File: src/rtl/core/lis_pkg.sv
// Shared constants, command codes and status types for the LIS tracker.
`timescale 1ns / 1ps

package lis_pkg;

    // Field widths of the two channels.
    localparam int VAL_W = 10;
    localparam int OUT_W = 16;

    // Defaults for the top-level parameters.
    localparam int DEF_TREE_SIZE = 1024;
    localparam int DEF_LEN_BITS  = 16;

    // Command codes carried by s_cmd.
    typedef enum logic [0:0] {
        CMD_PUSH  = 1'b0,
        CMD_CLEAR = 1'b1
    } lis_cmd_t;

    // Status of the back end, watched at the top level.
    typedef struct packed {
        logic sweep;
        logic idle;
        logic result;
    } lis_stat_t;

endpackage

File: src/rtl/core/lis_front.sv
// Front end: accepts transactions, classifies and clamps them, and queues them.
`timescale 1ns / 1ps

module lis_front #(
    parameter int TREE_SIZE = 1024
) (
    input  logic                              aclk,
    input  logic                              aresetn,
    input  logic                              s_valid,
    output logic                              s_ready,
    input  logic                              s_cmd,
    input  logic [lis_pkg::VAL_W-1:0]         s_value,
    output logic                              q_valid,
    input  logic                              q_ready,
    output logic                              q_clr,
    output logic [$clog2(TREE_SIZE)-1:0]      q_pos
);
    import lis_pkg::*;

    localparam int AW = $clog2(TREE_SIZE);

    logic          ent_clr_reg [2];
    logic [AW-1:0] ent_pos_reg [2];
    logic          wr_ptr_reg, wr_ptr_next;
    logic          rd_ptr_reg, rd_ptr_next;
    logic [1:0]    cnt_reg, cnt_next;

    logic          push, pop;
    logic [31:0]   val_ext;
    logic [31:0]   val_clamp;
    logic          in_clr;

    // Classify the item and clamp values beyond the tree to the last position.
    always_comb begin
        val_ext   = 32'(s_value);
        val_clamp = (val_ext >= 32'(TREE_SIZE)) ? 32'(TREE_SIZE - 1) : val_ext;
        in_clr    = (s_cmd == CMD_CLEAR);
    end

    // Two-entry queue handshake.
    assign s_ready = (cnt_reg != 2'd2);
    assign push    = s_valid && s_ready;
    assign q_valid = (cnt_reg != 2'd0);
    assign pop     = q_valid && q_ready;
    assign q_clr   = ent_clr_reg[rd_ptr_reg];
    assign q_pos   = ent_pos_reg[rd_ptr_reg];

    always_comb begin
        wr_ptr_next = push ? ~wr_ptr_reg : wr_ptr_reg;
        rd_ptr_next = pop ? ~rd_ptr_reg : rd_ptr_reg;
        cnt_next    = cnt_reg + 2'(push) - 2'(pop);
    end

    // Queue pointers and fill count.
    always_ff @(posedge aclk) begin
        if (!aresetn) begin
            wr_ptr_reg <= 1'b0;
            rd_ptr_reg <= 1'b0;
            cnt_reg    <= 2'd0;
        end else begin
            wr_ptr_reg <= wr_ptr_next;
            rd_ptr_reg <= rd_ptr_next;
            cnt_reg    <= cnt_next;
        end
    end

    // Queue entries.
    always_ff @(posedge aclk) begin
        if (push) begin
            ent_clr_reg[wr_ptr_reg] <= in_clr;
            ent_pos_reg[wr_ptr_reg] <= val_clamp[AW-1:0];
        end
    end

endmodule

File: config.mk
export PLATFORM = sky130hd
export DESIGN_NAME = lis_front
export DESIGN_NICKNAME = d
export VERILOG_FILES = /design/src/rtl/core/lis_pkg.sv /design/src/rtl/core/lis_front.sv
export SDC_FILE = /design/constraint.sdc
export NUM_CORES = 1
export LEC_CHECK = 0
export BUFFER_PORTS_ARGS = -buffer_cell sky130_fd_sc_hd__buf_2
export CAP_MARGIN = 20
export CORE_ASPECT_RATIO = 0.8
export CORE_UTILIZATION = 49
export CTS_CLUSTER_DIAMETER = 40
export DETAILED_ROUTE_END_ITERATION = 12
export GPL_TIMING_DRIVEN = 0
export PLACE_DENSITY = 0.75
export RECOVER_POWER = 50
export SYNTH_ARGS = -nofsm -noshare
export SYNTH_HDL_FRONTEND = slang
export SYNTH_SLANG_ARGS = --single-unit
export TNS_END_PERCENT = 50
File: constraint.sdc
create_clock -name aclk -period 2.05 [get_ports aclk]
set_clock_uncertainty 0.1 [all_clocks]
set_input_delay 0.3075 -clock aclk [delete_from_list [all_inputs] [get_ports aclk]]
set_output_delay 0.3075 -clock aclk [all_outputs]
set_load 0.005 [all_outputs]
======== After elaboration in Yosys (flattened, before gate mapping) ========
Memories as Yosys holds them, arrays and structs flattened. A register that Yosys moved wholly into a read port is not among the register bits.
Index checks and enable logic that the tools add are counted.
word-level totals
  input port bits ......................... 15
  logic and storage cells ................. 19
  bits in writable memories ............... 22
  memories kept ........................... 2
  output and inout bits ................... 13
  flip-flop bits (word level) ............. 4
  bits in latches ......................... 0
  bits in read-only memories .............. 0
operators by class
  multipliers ............................. 0
  reductions and logical operators ........ 3
  muxes and demuxes ....................... 6
  eq/ne operators ......................... 1
  div/mod/pow operators ................... 0
  $add $sub $neg .......................... 2
  shift operators ......................... 0
  $lt $le $gt $ge ......................... 0
  bitwise gates (word level) .............. 2
memory list
  name         depth  bits a word  rd ports  clocked after Yosys merged registers in  write ports  line             RTL
  ent_pos_reg  2      10           1         1                                        1            lis_front.sv:23  logic [AW-1:0] ent_pos_reg [2];
  ent_clr_reg  2      1            1         1                                        1            lis_front.sv:22  logic ent_clr_reg [2];
operators with widths
  cell                                   count
  two-way mux 1 bit                      6
  adder 2 x 1 -> 2 bit                   1
  logical AND 1 bit                      2
  != test 2 bit (second input constant)  1
  NOT 1 bit                              2
  nonzero test 2 bit                     1
  subtractor 2 x 1 -> 2 bit              1

======== Depth between registers and ports, before layout ========
Gate-level depths: netlist (run 1).
  depth after elaboration ................. 4
  gate-level depth with buffers ........... 8
  gate-level depth less buffers ........... 8

======== Worst setup path before layout (run 1) ========
Ideal clock, no wire load.
  path kind ............................... reg2reg
  from .................................... register cnt_reg[0]
  to ...................................... register cnt_reg[1]
  data arrival time ....................... 1.443 ns
  required time ........................... 1.835 ns
  slack ................................... 0.393 ns
  setup time .............................. 0.115 ns
  path buffers ............................ 0
  cell stages (with the launch flop) ...... 9
  clock period less this slack ............ 1.657 ns
  path through ............................ dfxtp_1 -> nand2b_1 -> nand2_1 -> ha_1 -> inv_1 -> ha_1 -> xnor2_1 -> xnor2_1 -> and2_1
between the ends
  word-level cells in the longest chain between the ends .. 4
  elaborated cells between the ends (all ways) .. 6
  those cells by class .................... add/sub: 2; eq/ne: 1; reduce/logical: 3
ends and longest elaborated chain
  what                       line             RTL
  start: declaration         lis_front.sv:26  logic [1:0] cnt_reg, cnt_next;
  start signal: assignment   lis_front.sv:63  cnt_reg <= cnt_next;
  != test 2 bit              lis_front.sv:41  assign s_ready = (cnt_reg != 2'd2);
  via s_ready                lis_front.sv:10  output logic s_ready,
  logical AND 1 bit          lis_front.sv:42  assign push = s_valid && s_ready;
  adder 2 x 1 -> 2 bit       lis_front.sv:51  cnt_next = cnt_reg + 2'(push) - 2'(pop);
  subtractor 2 x 1 -> 2 bit  lis_front.sv:51
The timed path passes the listed nets, and every way through them passes these cells.
A chain may end at the register's enable or synchronous reset.

======== Worst setup path in the final report (run 1) ========
  from .................................... register cnt_reg[0]
  to ...................................... memory ent_pos_reg[0][4] in the netlist's numbering, enable pin
between the ends
  word-level cells in the longest chain between the ends .. 4
ends and longest elaborated chain
  what                                     line             RTL
  != test 2 bit                            lis_front.sv:41
  logical AND 1 bit                        lis_front.sv:42
  two-way mux 1 bit                        lis_front.sv:69  if (push) begin
  two-way mux 1 bit (not written as such)  lis_front.sv:71  ent_pos_reg[wr_ptr_reg] <= val_clamp[AW-1:0];
  end: declaration                         lis_front.sv:23
No other way between the ends.

==> summary.txt, run 1 <==
Setup path
  – Flop2flop setup slack: 230 ps
  – Worst endpoint required time: 1890 ps
  – CP Cell Sequence: nand2b_1, nand2_1, nor2_1
  – Critical R2R Launch: cnt_reg[0]$_SDFF_PN0_
  – R2R depth: 3
  – Crit-path slowest cell: nor2_1
  – Worst setup SP type: flip-flop
  – CP max stage delay: 700 ps
  – Crit-path max FO: 11
  – WS Path Type: flip-flop to flip-flop
  – FF-to-FF End: ent_pos_reg[0][4]$_DFFE_PP_
  – WP data arrival: about 1700 ps
  – Crit end category: flip-flop

Power and ir drop
  – Leak Pwr: 0.4690 nW
  – Maximum VDD drop: approximately 0.77 mV
  – Pwr/cell area: about 1100 nW/um^2

Route
  – DRT iter0 DRCs: 5
  – Via-to-Cell Ratio: between 4 and 5
  – DR pass1 iterations: 3
  – Via count: 551
  – WL final: 1362 microns
  – Routed Antenna Nets: 0
  – DRC Markers: 0
  – Routed length per instance: around 12 microns

STA
  – RSZ-0062 raised after global routing: no
  – Finish-stage setup viols: 0
  – Hold Fails Final Rpt: 0
  – Achievable frequency: around 0.55 GHz
  – Slew Limit Fails: 0
  – TNS Setup: 0 ps
  – Fin crit period: around 1800 ps
  – Final hold slack: roughly 75 ps
  – Worst-margin pin slew: a little over 900 ps
  – Slew headroom: approximately two fifths
  – Period utilization: 88.65%

Floorplanning
  – Ports: 28
  – Die Y: ~43 microns
  – Placement Rows: 14
  – Core box area: 1927 sq um
  – Starting Density: a little over half
  – Full die area: 2285 sq um
  – Die span in x: 53.19 microns

Placement
  – Port Buffers: 27
  – Post-Place Cell Area: ~1200 sq um
  – Dpl hpwl: 1024 microns
  – GPL Wtd Cong: about 0.67

Cells and area
  – Design area: approximately 1200 sq um
  – # nets final: around 110
  – # diodes: 0
  – Sequential cell area: 760.7 sq um
  – Fill cells: approximately 160
  – Multi-input logic area: between 200 and 300 sq um
  – Share of cells above drive strength 1: roughly 45%
  – Max reg flops: 20
  – Area growth, synth to finish: 18.15%
  – Util after Layout: between 60% and 70%

Worst hold path
  – Hold crit path type: input port to flip-flop
  – Hold Path Sink: ent_pos_reg[1][0]$_DFFE_PP_
  – Hold Path Stages: 1
  – Hold Startpoint: s_value[0]

Global route
  – Initial antenna violation count: 0
  – Vias in the first global route: 562
  – First-pass GRT wire length: between 2000 and 2500 microns
  – GRT Util Overall: 14.42%
  – Gr ovfl total: 0
  – Largest net degree at the start of global routing: 15

Synthesis
  – Post-synthesis cell area: around 1000 sq um
  – EDFF count, synth: 22
  – Syn Inst Count: just under 60
  – Sequential fraction of the synthesis area: 74.06%
  – Ranking of synthesized cells by area: edfxtp_1, mux2_2, dfxtp_1
  – Main synth FF type: edfxtp_1
  – Synth cell count leaders: edfxtp_1, mux2_2, dfxtp_1, xnor2_1
  – Mapped Nets: 75
  – Netlist cell types: 16
  – Syn avg cell area: around 18 sq um
  – Post-synth top area share: roughly 64%
  – Synth Warn #: 0
  – Top-count cell post-synth: edfxtp_1
  – Synth async-reset ratio: 0%
  – Area leader, netlist: edfxtp_1
  – Synth Register Bits: 27

Clock network
  – Clock latency on the worst-skew pair: ~310 ps
  – Clock root cell: clkbuf_4
  – Clock H-tree levels: 1
  – Inserted Clock Buffers: 3
  – Clock-pin slew on the worst setup and hold paths: 130 ps
  – Hold_buf cts: 0
  – Bufs on Longest Clock Path: 2
  – Post-CTS Setup Inserts: 0
  – CTS tree: built
  – Clock sink count: 27
  – Resize count post-CTS: 0

Outcome
  – Status: complete, no violations

Run
  – # Max-Cap Violations: 0
through the flow:
stage | std cells | total power, mW | setup WS (ps)
after floorplan | 58 | 0.9986 | 392.6
after global placement | 109 | 1.123 | 224.1
after detailed placement | 109 | 1.140 | 203.1
after CTS | 113 | 1.343 | 179.8
after global routing | 113 | 1.415 | 34.73
final | 113 | 1.325 | 232.8
layout by cell type, fill, tap and decap left out:
master / synthesis / routed
xnor2_1: 3 / 3
dfxtp_1: 5 / 5
mux2i_1: 1 / 1
buf_2: 0 / 23
mux2_2: 11 / 11
clkbuf_1: 0 / 5
and2_1: 2 / 2
nor2_1: 1 / 1
ha_1: 2 / 2
edfxtp_1: 22 / 22
nand2_1: 2 / 2
nor2b_1: 2 / 2
nand2b_1: 2 / 2
buf_4: 1 / 1
inv_1: 1 / 1
o21a_2: 1 / 1
clkbuf_4: 0 / 3
and3_1: 1 / 1
or2_2: 1 / 1
worst max path at each step:
stage | start | slack (ps) | cells after the start | endpoint
2_1_floorplan | cnt_reg[0]$_SDFF_PN0_ | 390 | 8 | cnt_reg[1]$_SDFF_PN0_
3_3_place_gp | cnt_reg[0]$_SDFF_PN0_ | 220 | 3 | ent_pos_reg[0][3]$_DFFE_PP_
3_5_place_dp | cnt_reg[0]$_SDFF_PN0_ | 200 | 3 | ent_pos_reg[0][6]$_DFFE_PP_
4_1_cts | cnt_reg[0]$_SDFF_PN0_ | 180 | 3 | ent_pos_reg[0][4]$_DFFE_PP_
5_1_grt | cnt_reg[0]$_SDFF_PN0_ | 30 | 3 | ent_clr_reg[0]$_DFFE_PP_
6_report | cnt_reg[0]$_SDFF_PN0_ | 230 | 3 | ent_pos_reg[0][4]$_DFFE_PP_
final cells by class:
class                           count  share of cell area [%]
Buffer                              1                  0.6186
Tap cell                           24                   2.474
Multi-Input combinational cell     29                   21.03
Inverter                            1                  0.3093
Sequential cell                    27                   62.68
Clock buffer                        4                   2.165
Timing Repair Buffer               27                   10.72
report_power, final:
group	switching (mW)	internal, mW
registers	0.0388	0.696
clock network	0.132	0.0759
logic	0.168	0.214
routing by layer:
layer | wire, microns | vias to the layer above | global-route usage [%]
met5 | 0 | - | 0
met4 | 0 | 0 | 3.158
met3 | 74 | 0 | 5.735
met2 | 725 | 17 | 26.58
met1 | 563 | 260 | 15.09
li1 | - | 274 | -
worst max-delay path: cells and delay by family (launching register included):
| family | cells | cell delay [ps] |
|---|---|---|
| flip-flops | 1 | 390 |
| AND/OR/NAND/NOR | 3 | 960 |
kinds of logic (layout without fill, tap and decap cells):
family                     Yosys count  in the layout  synth area share [%]
AOI/OAI and AO/OA                    1              1                0.8528
buffers and inverters                2             33                 1.096
adders and majority gates            2              2                 2.436
xor gates and xnor gates             3              3                 2.558
and+or+nand+nor                     11             11                 5.968
muxes                               12             12                 13.03
DFF                                 27             27                 74.06
No activity file was read; power rests on OpenSTA's default activity.
==> inputs of run 2 (changes only) <==
CORE_UTILIZATION = 45   (was 49)
PLACE_DENSITY = 0.7   (was 0.75)
==> summary.txt, run 2 (synthesis gave the netlist of run 1 again) <==
Cells and area
  – Area growth, synth to finish: 18.39%
  – Multi-input logic area: 255.2 sq um (unchanged)
  – Sequential cell area: 760.7 sq um (unchanged)
  – Commonest non-fill, non-tap cell in the layout: buf_2
  – Commonest cells after routing, fill and taps aside: buf_2, edfxtp_1, mux2_2, dfxtp_1, clkbuf_1
  – # diodes: 0 (unchanged)
  – Share of cells above drive strength 1: 46.07% (+1.1 points)
  – Max reg flops: 20 (unchanged)
  – Fill cells: 184 (+14%)
  – Util after Layout: 56.35% (-6.6 points)
  – # nets final: 107 (unchanged)

Power and ir drop
  – Pwr/cell area: 1091 nW/um^2 (about the same)
  – Leak Pwr: 0.4718 nW (+0.59%)
  – Maximum VDD drop: 0.6153 mV (-20%)

STA
  – TNS Setup: 0 ps (unchanged)
  – Hold Fails Final Rpt: 0 (unchanged)
  – Period utilization: 90.78% (+2.1 points)
  – RSZ-0062 raised after global routing: no
  – Slew headroom: 34.00% (-5.2 points)
  – Fin crit period: 1861 ps (+43.72 ps)
  – Achievable frequency: 0.5374 GHz (-2.3%)
  – Worst-margin pin slew: 986.3 ps (+77.92 ps)
  – Slew Limit Fails: 0 (unchanged)
  – Finish-stage setup viols: 0 (unchanged)

Route
  – DRT iter0 DRCs: 11 (+6)
  – DR pass1 iterations: 3 (unchanged)
  – Via count: 566 (+2.7%)
  – Via-to-Cell Ratio: 4.965 (+1.8%)
  – Routed Antenna Nets: 0 (unchanged)
  – Routed length per instance: 12.14 microns (+0.72%)
  – DRC Markers: 0 (unchanged)
  – WL final: 1384 microns (+1.6%)

Floorplanning
  – Die span in x: 55.42 microns (+4.2%)
  – Ports: 28 (unchanged)
  – Full die area: 2479 sq um (+8.5%)
  – Placement Rows: 15 (+1)
  – Die Y: 44.74 microns (+4.2%)
  – Starting Density: 47.59% (-5.7 points)
  – Core box area: 2158 sq um (+12%)

Clock network
  – Clock latency on the worst-skew pair: 310 ps (about the same)
  – Bufs on Longest Clock Path: 2 (unchanged)
  – Clock-pin slew on the worst setup and hold paths: 120 ps (about the same)
  – CTS tree: built
  – Clock root cell: clkbuf_4
  – Resize count post-CTS: 0 (unchanged)
  – Hold_buf cts: 0 (unchanged)
  – Post-CTS Setup Inserts: 0 (unchanged)
  – Inserted Clock Buffers: 3 (unchanged)
  – Clock sink count: 27 (unchanged)
  – Clock H-tree levels: 1 (unchanged)

Global route
  – Initial antenna violation count: 0 (unchanged)
  – First-pass GRT wire length: 2256 microns (+0.31%)
  – GRT Util Overall: 12.46% (-2.0 points)
  – Vias in the first global route: 498 (-11%)
  – Largest net degree at the start of global routing: 15 (unchanged)
  – Gr ovfl total: 0 (unchanged)

Setup path
  – Crit end category: flip-flop
  – CP max stage delay: 760 ps (+60 ps)
  – WP data arrival: 1710 ps (+50 ps)
  – Buffers & Inverters on Critical Path: 0 (unchanged)
  – Worst endpoint required time: 1900 ps (about the same)
  – Critical R2R Launch: cnt_reg[0]$_SDFF_PN0_
  – Crit-path slowest cell: nor2_1
  – R2R depth: 3 (unchanged)
  – WS Path Type: flip-flop to flip-flop
  – Worst setup SP type: flip-flop
  – CP Cell Sequence: nand2b_1, nand2_1, nor2_1
  – Crit-path max FO: 11 (unchanged)
  – FF-to-FF End: ent_pos_reg[0][2]$_DFFE_PP_
  – Family with the most delay on the worst path: simple AND/OR/NAND/NOR gates
  – Flop2flop setup slack: 190 ps (-40 ps)

Worst hold path
  – Hold crit path type: input port to flip-flop
  – Hold Startpoint: s_value[5]
  – Hold Path Stages: 1 (unchanged)
  – Hold Path Sink: ent_pos_reg[0][5]$_DFFE_PP_

Placement
  – Port Buffers: 27 (unchanged)
  – Dpl hpwl: 987.9 microns (-3.5%)
  – GPL Wtd Cong: 0.6171 (-7.6%)

Outcome
  – Status: complete, no violations

Run
  – # Max-Cap Violations: 0 (unchanged)
==> run 2: changes by cell type in the layout (fill, tap and decap cells not counted) <==
cell      before  now
buf_2         23   24
clkbuf_1       5    4
==> run 2: stage by stage <==
| stage | instances | hold slack [ps] | power [mW] | setup WS, ps | area (sq um) |
|---|---|---|---|---|---|
| 2_1_floorplan | 58 | 306.4 | 0.9986 | 392.6 | 1027 |
| 3_3_place_gp | 110 | 366.0 | 1.124 | 217.7 | 1194 |
| 3_5_place_dp | 110 | 389.5 | 1.138 | 198.6 | 1194 |
| 4_1_cts | 114 | 63.05 | 1.352 | 174.5 | 1220 |
| 5_1_grt | 114 | 41.84 | 1.415 | 44.73 | 1216 |
| 6_report | 114 | 77.66 | 1.327 | 189.0 | 1216 |
==> run 2: area by class of cell <==
type / count / area share, %
tap: 25 / 2.572
multi-input combinational: 29 / 20.99
inverter: 1 / 0.3086
sequential: 27 / 62.55
timing repair buffer: 27 / 10.80
clock buffer: 4 / 2.160
buffer: 1 / 0.6173
==> run 2: routing by layer <==
layer	vias up	global-route usage, %	wire length [microns]
met4	0	3.000	9
li1	273	-	-
met5	-	0	0
met3	2	6.304	86
met2	16	21.45	698
met1	275	14.23	590
==> run 2: power by group <==
group | switching (mW) | internal, mW | total, mW
clock network | 0.134 | 0.0759 | 0.210
registers | 0.0364 | 0.696 | 0.732
logic | 0.169 | 0.215 | 0.384
total | 0.340 | 0.987 | 1.33
==> run 2: how the worst max path moves through the flow <==
| stage | slack [ps] | to | cells past startpoint | startpoint |
|---|---|---|---|---|
| 6_report | 190 | ent_pos_reg[0][2]$_DFFE_PP_ | 3 | cnt_reg[0]$_SDFF_PN0_ |
| 2_1_floorplan | 390 | cnt_reg[1]$_SDFF_PN0_ | 8 | cnt_reg[0]$_SDFF_PN0_ |
| 3_3_place_gp | 220 | ent_pos_reg[0][6]$_DFFE_PP_ | 3 | cnt_reg[0]$_SDFF_PN0_ |
| 3_5_place_dp | 200 | ent_pos_reg[0][6]$_DFFE_PP_ | 3 | cnt_reg[0]$_SDFF_PN0_ |
| 4_1_cts | 170 | ent_pos_reg[0][6]$_DFFE_PP_ | 3 | cnt_reg[0]$_SDFF_PN0_ |
| 5_1_grt | 40 | ent_pos_reg[0][2]$_DFFE_PP_ | 3 | cnt_reg[0]$_SDFF_PN0_ |
==> run 2: worst register-to-register path: cells and delay by family (launching register included) <==
kind | cells | cell delay [ps]
flip-flops | 1 | 380
AND/OR/NAND/NOR | 3 | 1030
==> inputs of run 3 (changes only) <==
CORE_UTILIZATION = 53   (was 45)
CTS_BUF_LIST = sky130_fd_sc_hd__clkbuf_4 sky130_fd_sc_hd__clkbuf_8   (was unset)
PLACE_DENSITY = 0.81   (was 0.7)
==> summary.txt, run 3 (synthesis gave the netlist of run 1 again) <==
Outcome
  – Status: complete, no violations

Cells and area
  – Commonest non-fill, non-tap cell in the layout: buf_2
  – Design area: 1215 sq um (-0.10%)
  – Multi-input logic area: 255.2 sq um (unchanged)
  – # diodes: 0 (unchanged)
  – Util after Layout: 70.46% (+14 points)
  – Sequential cell area: 760.7 sq um (unchanged)
  – Fill cells: 139 (-24%)
  – Area growth, synth to finish: 18.27%
  – # nets final: 107 (unchanged)
  – Max reg flops: 20 (unchanged)
  – Commonest cells after routing, fill and taps aside: buf_2, edfxtp_1, mux2_2, dfxtp_1
  – Share of cells above drive strength 1: 46.07% (unchanged)

STA
  – Fin crit period: 1803 ps (-57.73 ps)
  – Hold Fails Final Rpt: 0 (unchanged)
  – RSZ-0062 raised after global routing: no
  – TNS Setup: 0 ps (unchanged)
  – Period utilization: 87.96% (-2.8 points)
  – Achievable frequency: 0.5546 GHz (+3.2%)
  – Final hold slack: 78.10 ps (+0.4480 ps)
  – Finish-stage setup viols: 0 (unchanged)
  – Worst-margin pin slew: 890.9 ps (-95.38 ps)
  – Slew Limit Fails: 0 (unchanged)
  – Slew headroom: 40.39% (+6.4 points)

Power and ir drop
  – Clock power share: 16.6% (+0.7 points)
  – Sequential share of power: 54.9% (-0.3 points)
  – Total power: 1.343 mW (+1.2%)
  – Logic pwr share: 28.6% (-0.4 points)
  – Maximum VDD drop: 0.8060 mV (+31%)
  – Leak Pwr: 0.4725 nW (+0.14%)
  – Pwr/cell area: 1105 nW/um^2 (+1.3%)
  – Sw Share: 25.54% (-0.092 points)
  – Switching pwr: 343.0 uW (+0.85%)
  – Internal power: 1.000 mW (+1.3%)

Route
  – DRT iter0 DRCs: 1 (-10)
  – WL final: 1410 microns (+1.9%)
  – Routed length per instance: 12.70 microns (+4.6%)
  – Routed Antenna Nets: 0 (unchanged)
  – Via count: 551 (-2.7%)
  – DRC Markers: 0 (unchanged)
  – DR pass1 iterations: 2 (-1)
  – Via-to-Cell Ratio: 4.964 (about the same)

Clock network
  – Clock H-tree levels: 1 (unchanged)
  – Hold_buf cts: 0 (unchanged)
  – Clock root cell: clkbuf_4
  – Clock-pin slew on the worst setup and hold paths: 120 ps (about the same)
  – Bufs on Longest Clock Path: 2 (unchanged)
  – Clock sink count: 27 (unchanged)
  – Inserted Clock Buffers: 3 (unchanged)
  – Post-CTS Setup Inserts: 0 (unchanged)
  – Clock latency on the worst-skew pair: 300 ps (about the same)
  – Resize count post-CTS: 0 (unchanged)
  – CTS tree: built

Global route
  – Vias in the first global route: 519 (+4.2%)
  – Gr ovfl total: 0 (unchanged)
  – GRT Util Overall: 15.74% (+3.3 points)
  – Largest net degree at the start of global routing: 15 (unchanged)
  – Initial antenna violation count: 0 (unchanged)
  – First-pass GRT wire length: 2152 microns (-4.6%)

Setup path
  – Crit end category: flip-flop
  – Worst endpoint required time: 1900 ps (about the same)
  – Crit-path max FO: 11 (unchanged)
  – Worst setup SP type: flip-flop
  – Flop2flop setup slack: 250 ps (+60 ps)
  – Critical R2R Launch: cnt_reg[0]$_SDFF_PN0_
  – R2R depth: 3 (unchanged)
  – FF-to-FF End: ent_pos_reg[0][7]$_DFFE_PP_
  – WP data arrival: 1650 ps (-60 ps)
  – WS Path Type: flip-flop to flip-flop

Floorplanning
  – Core box area: 1724 sq um (-20%)
  – Die span in x: 51.22 microns (-7.6%)
  – Die Y: 41.38 microns (-7.5%)
  – Starting Density: 59.58% (+12 points)
  – Ports: 28 (unchanged)
  – Placement Rows: 13 (-2)
  – Full die area: 2119 sq um (-15%)

Worst hold path
  – Hold Path Sink: ent_pos_reg[0][5]$_DFFE_PP_
  – Hold Path Stages: 1 (unchanged)
  – Hold crit path type: input port to flip-flop
  – Hold Startpoint: s_value[5]

Placement
  – GPL Wtd Cong: 0.7995 (+30%)
  – Port Buffers: 27 (unchanged)
  – Post-Place Cell Area: 1190 sq um (-0.31%)
  – Dpl hpwl: 1058 microns (+7.1%)

Run
  – # Max-Cap Violations: 0 (unchanged)
-- run 3: changes by cell type in the layout (fill, tap and decap cells not counted), sizes merged --
cell / change
clkbuf: +1
buf: -1
-- run 3: area by class of cell --
| type | count | area share [%] |
|---|---|---|
| clock buffer | 4 | 2.472 |
| buffer | 1 | 0.6179 |
| multi-input combinational | 29 | 21.01 |
| timing repair buffer | 27 | 10.71 |
| tap | 22 | 2.266 |
| sequential | 27 | 62.62 |
| inverter | 1 | 0.3090 |
-- run 3: metrics by stage --
stage | instances | worst slack (ps)
after floorplan | 58 | 392.6
after global routing | 111 | 52.40
after global placement | 107 | 236.6
final | 111 | 246.8
after detailed placement | 107 | 201.8
after CTS | 111 | 178.0
-- run 3: worst max-delay path: stages, from the launching register on --
cell      delay (ps)
dfxtp_1          390
nand2b_1         150
nand2_1          110
nor2_1           690
-- run 3: worst max path at each step --
stage | startpoint | endpoint | cells after the start
final | cnt_reg[0]$_SDFF_PN0_ | ent_pos_reg[0][7]$_DFFE_PP_ | 3
after global routing | cnt_reg[0]$_SDFF_PN0_ | ent_pos_reg[0][4]$_DFFE_PP_ | 3
after CTS | cnt_reg[0]$_SDFF_PN0_ | ent_pos_reg[0][1]$_DFFE_PP_ | 3
after detailed placement | cnt_reg[0]$_SDFF_PN0_ | ent_pos_reg[0][1]$_DFFE_PP_ | 3
after global placement | cnt_reg[0]$_SDFF_PN0_ | ent_pos_reg[0][1]$_DFFE_PP_ | 3
after floorplan | cnt_reg[0]$_SDFF_PN0_ | cnt_reg[1]$_SDFF_PN0_ | 8
-- run 3: power groups by stage --
stage | registers, mW | logic [mW] | clock network (mW)
5_1_grt | 0.747 | 0.435 | 0.248
2_1_floorplan | 0.735 | 0.264 | 0
3_5_place_dp | 0.751 | 0.393 | 0
3_3_place_gp | 0.742 | 0.381 | 0
4_1_cts | 0.738 | 0.395 | 0.231
6_report | 0.737 | 0.384 | 0.222
-- run 3: metal layers --
metal,track usage (%),part of all wire (%)
met2,27.96,53
met5,0,0
met1,18.42,42
met3,3.261,3.3
met4,10.14,0.78
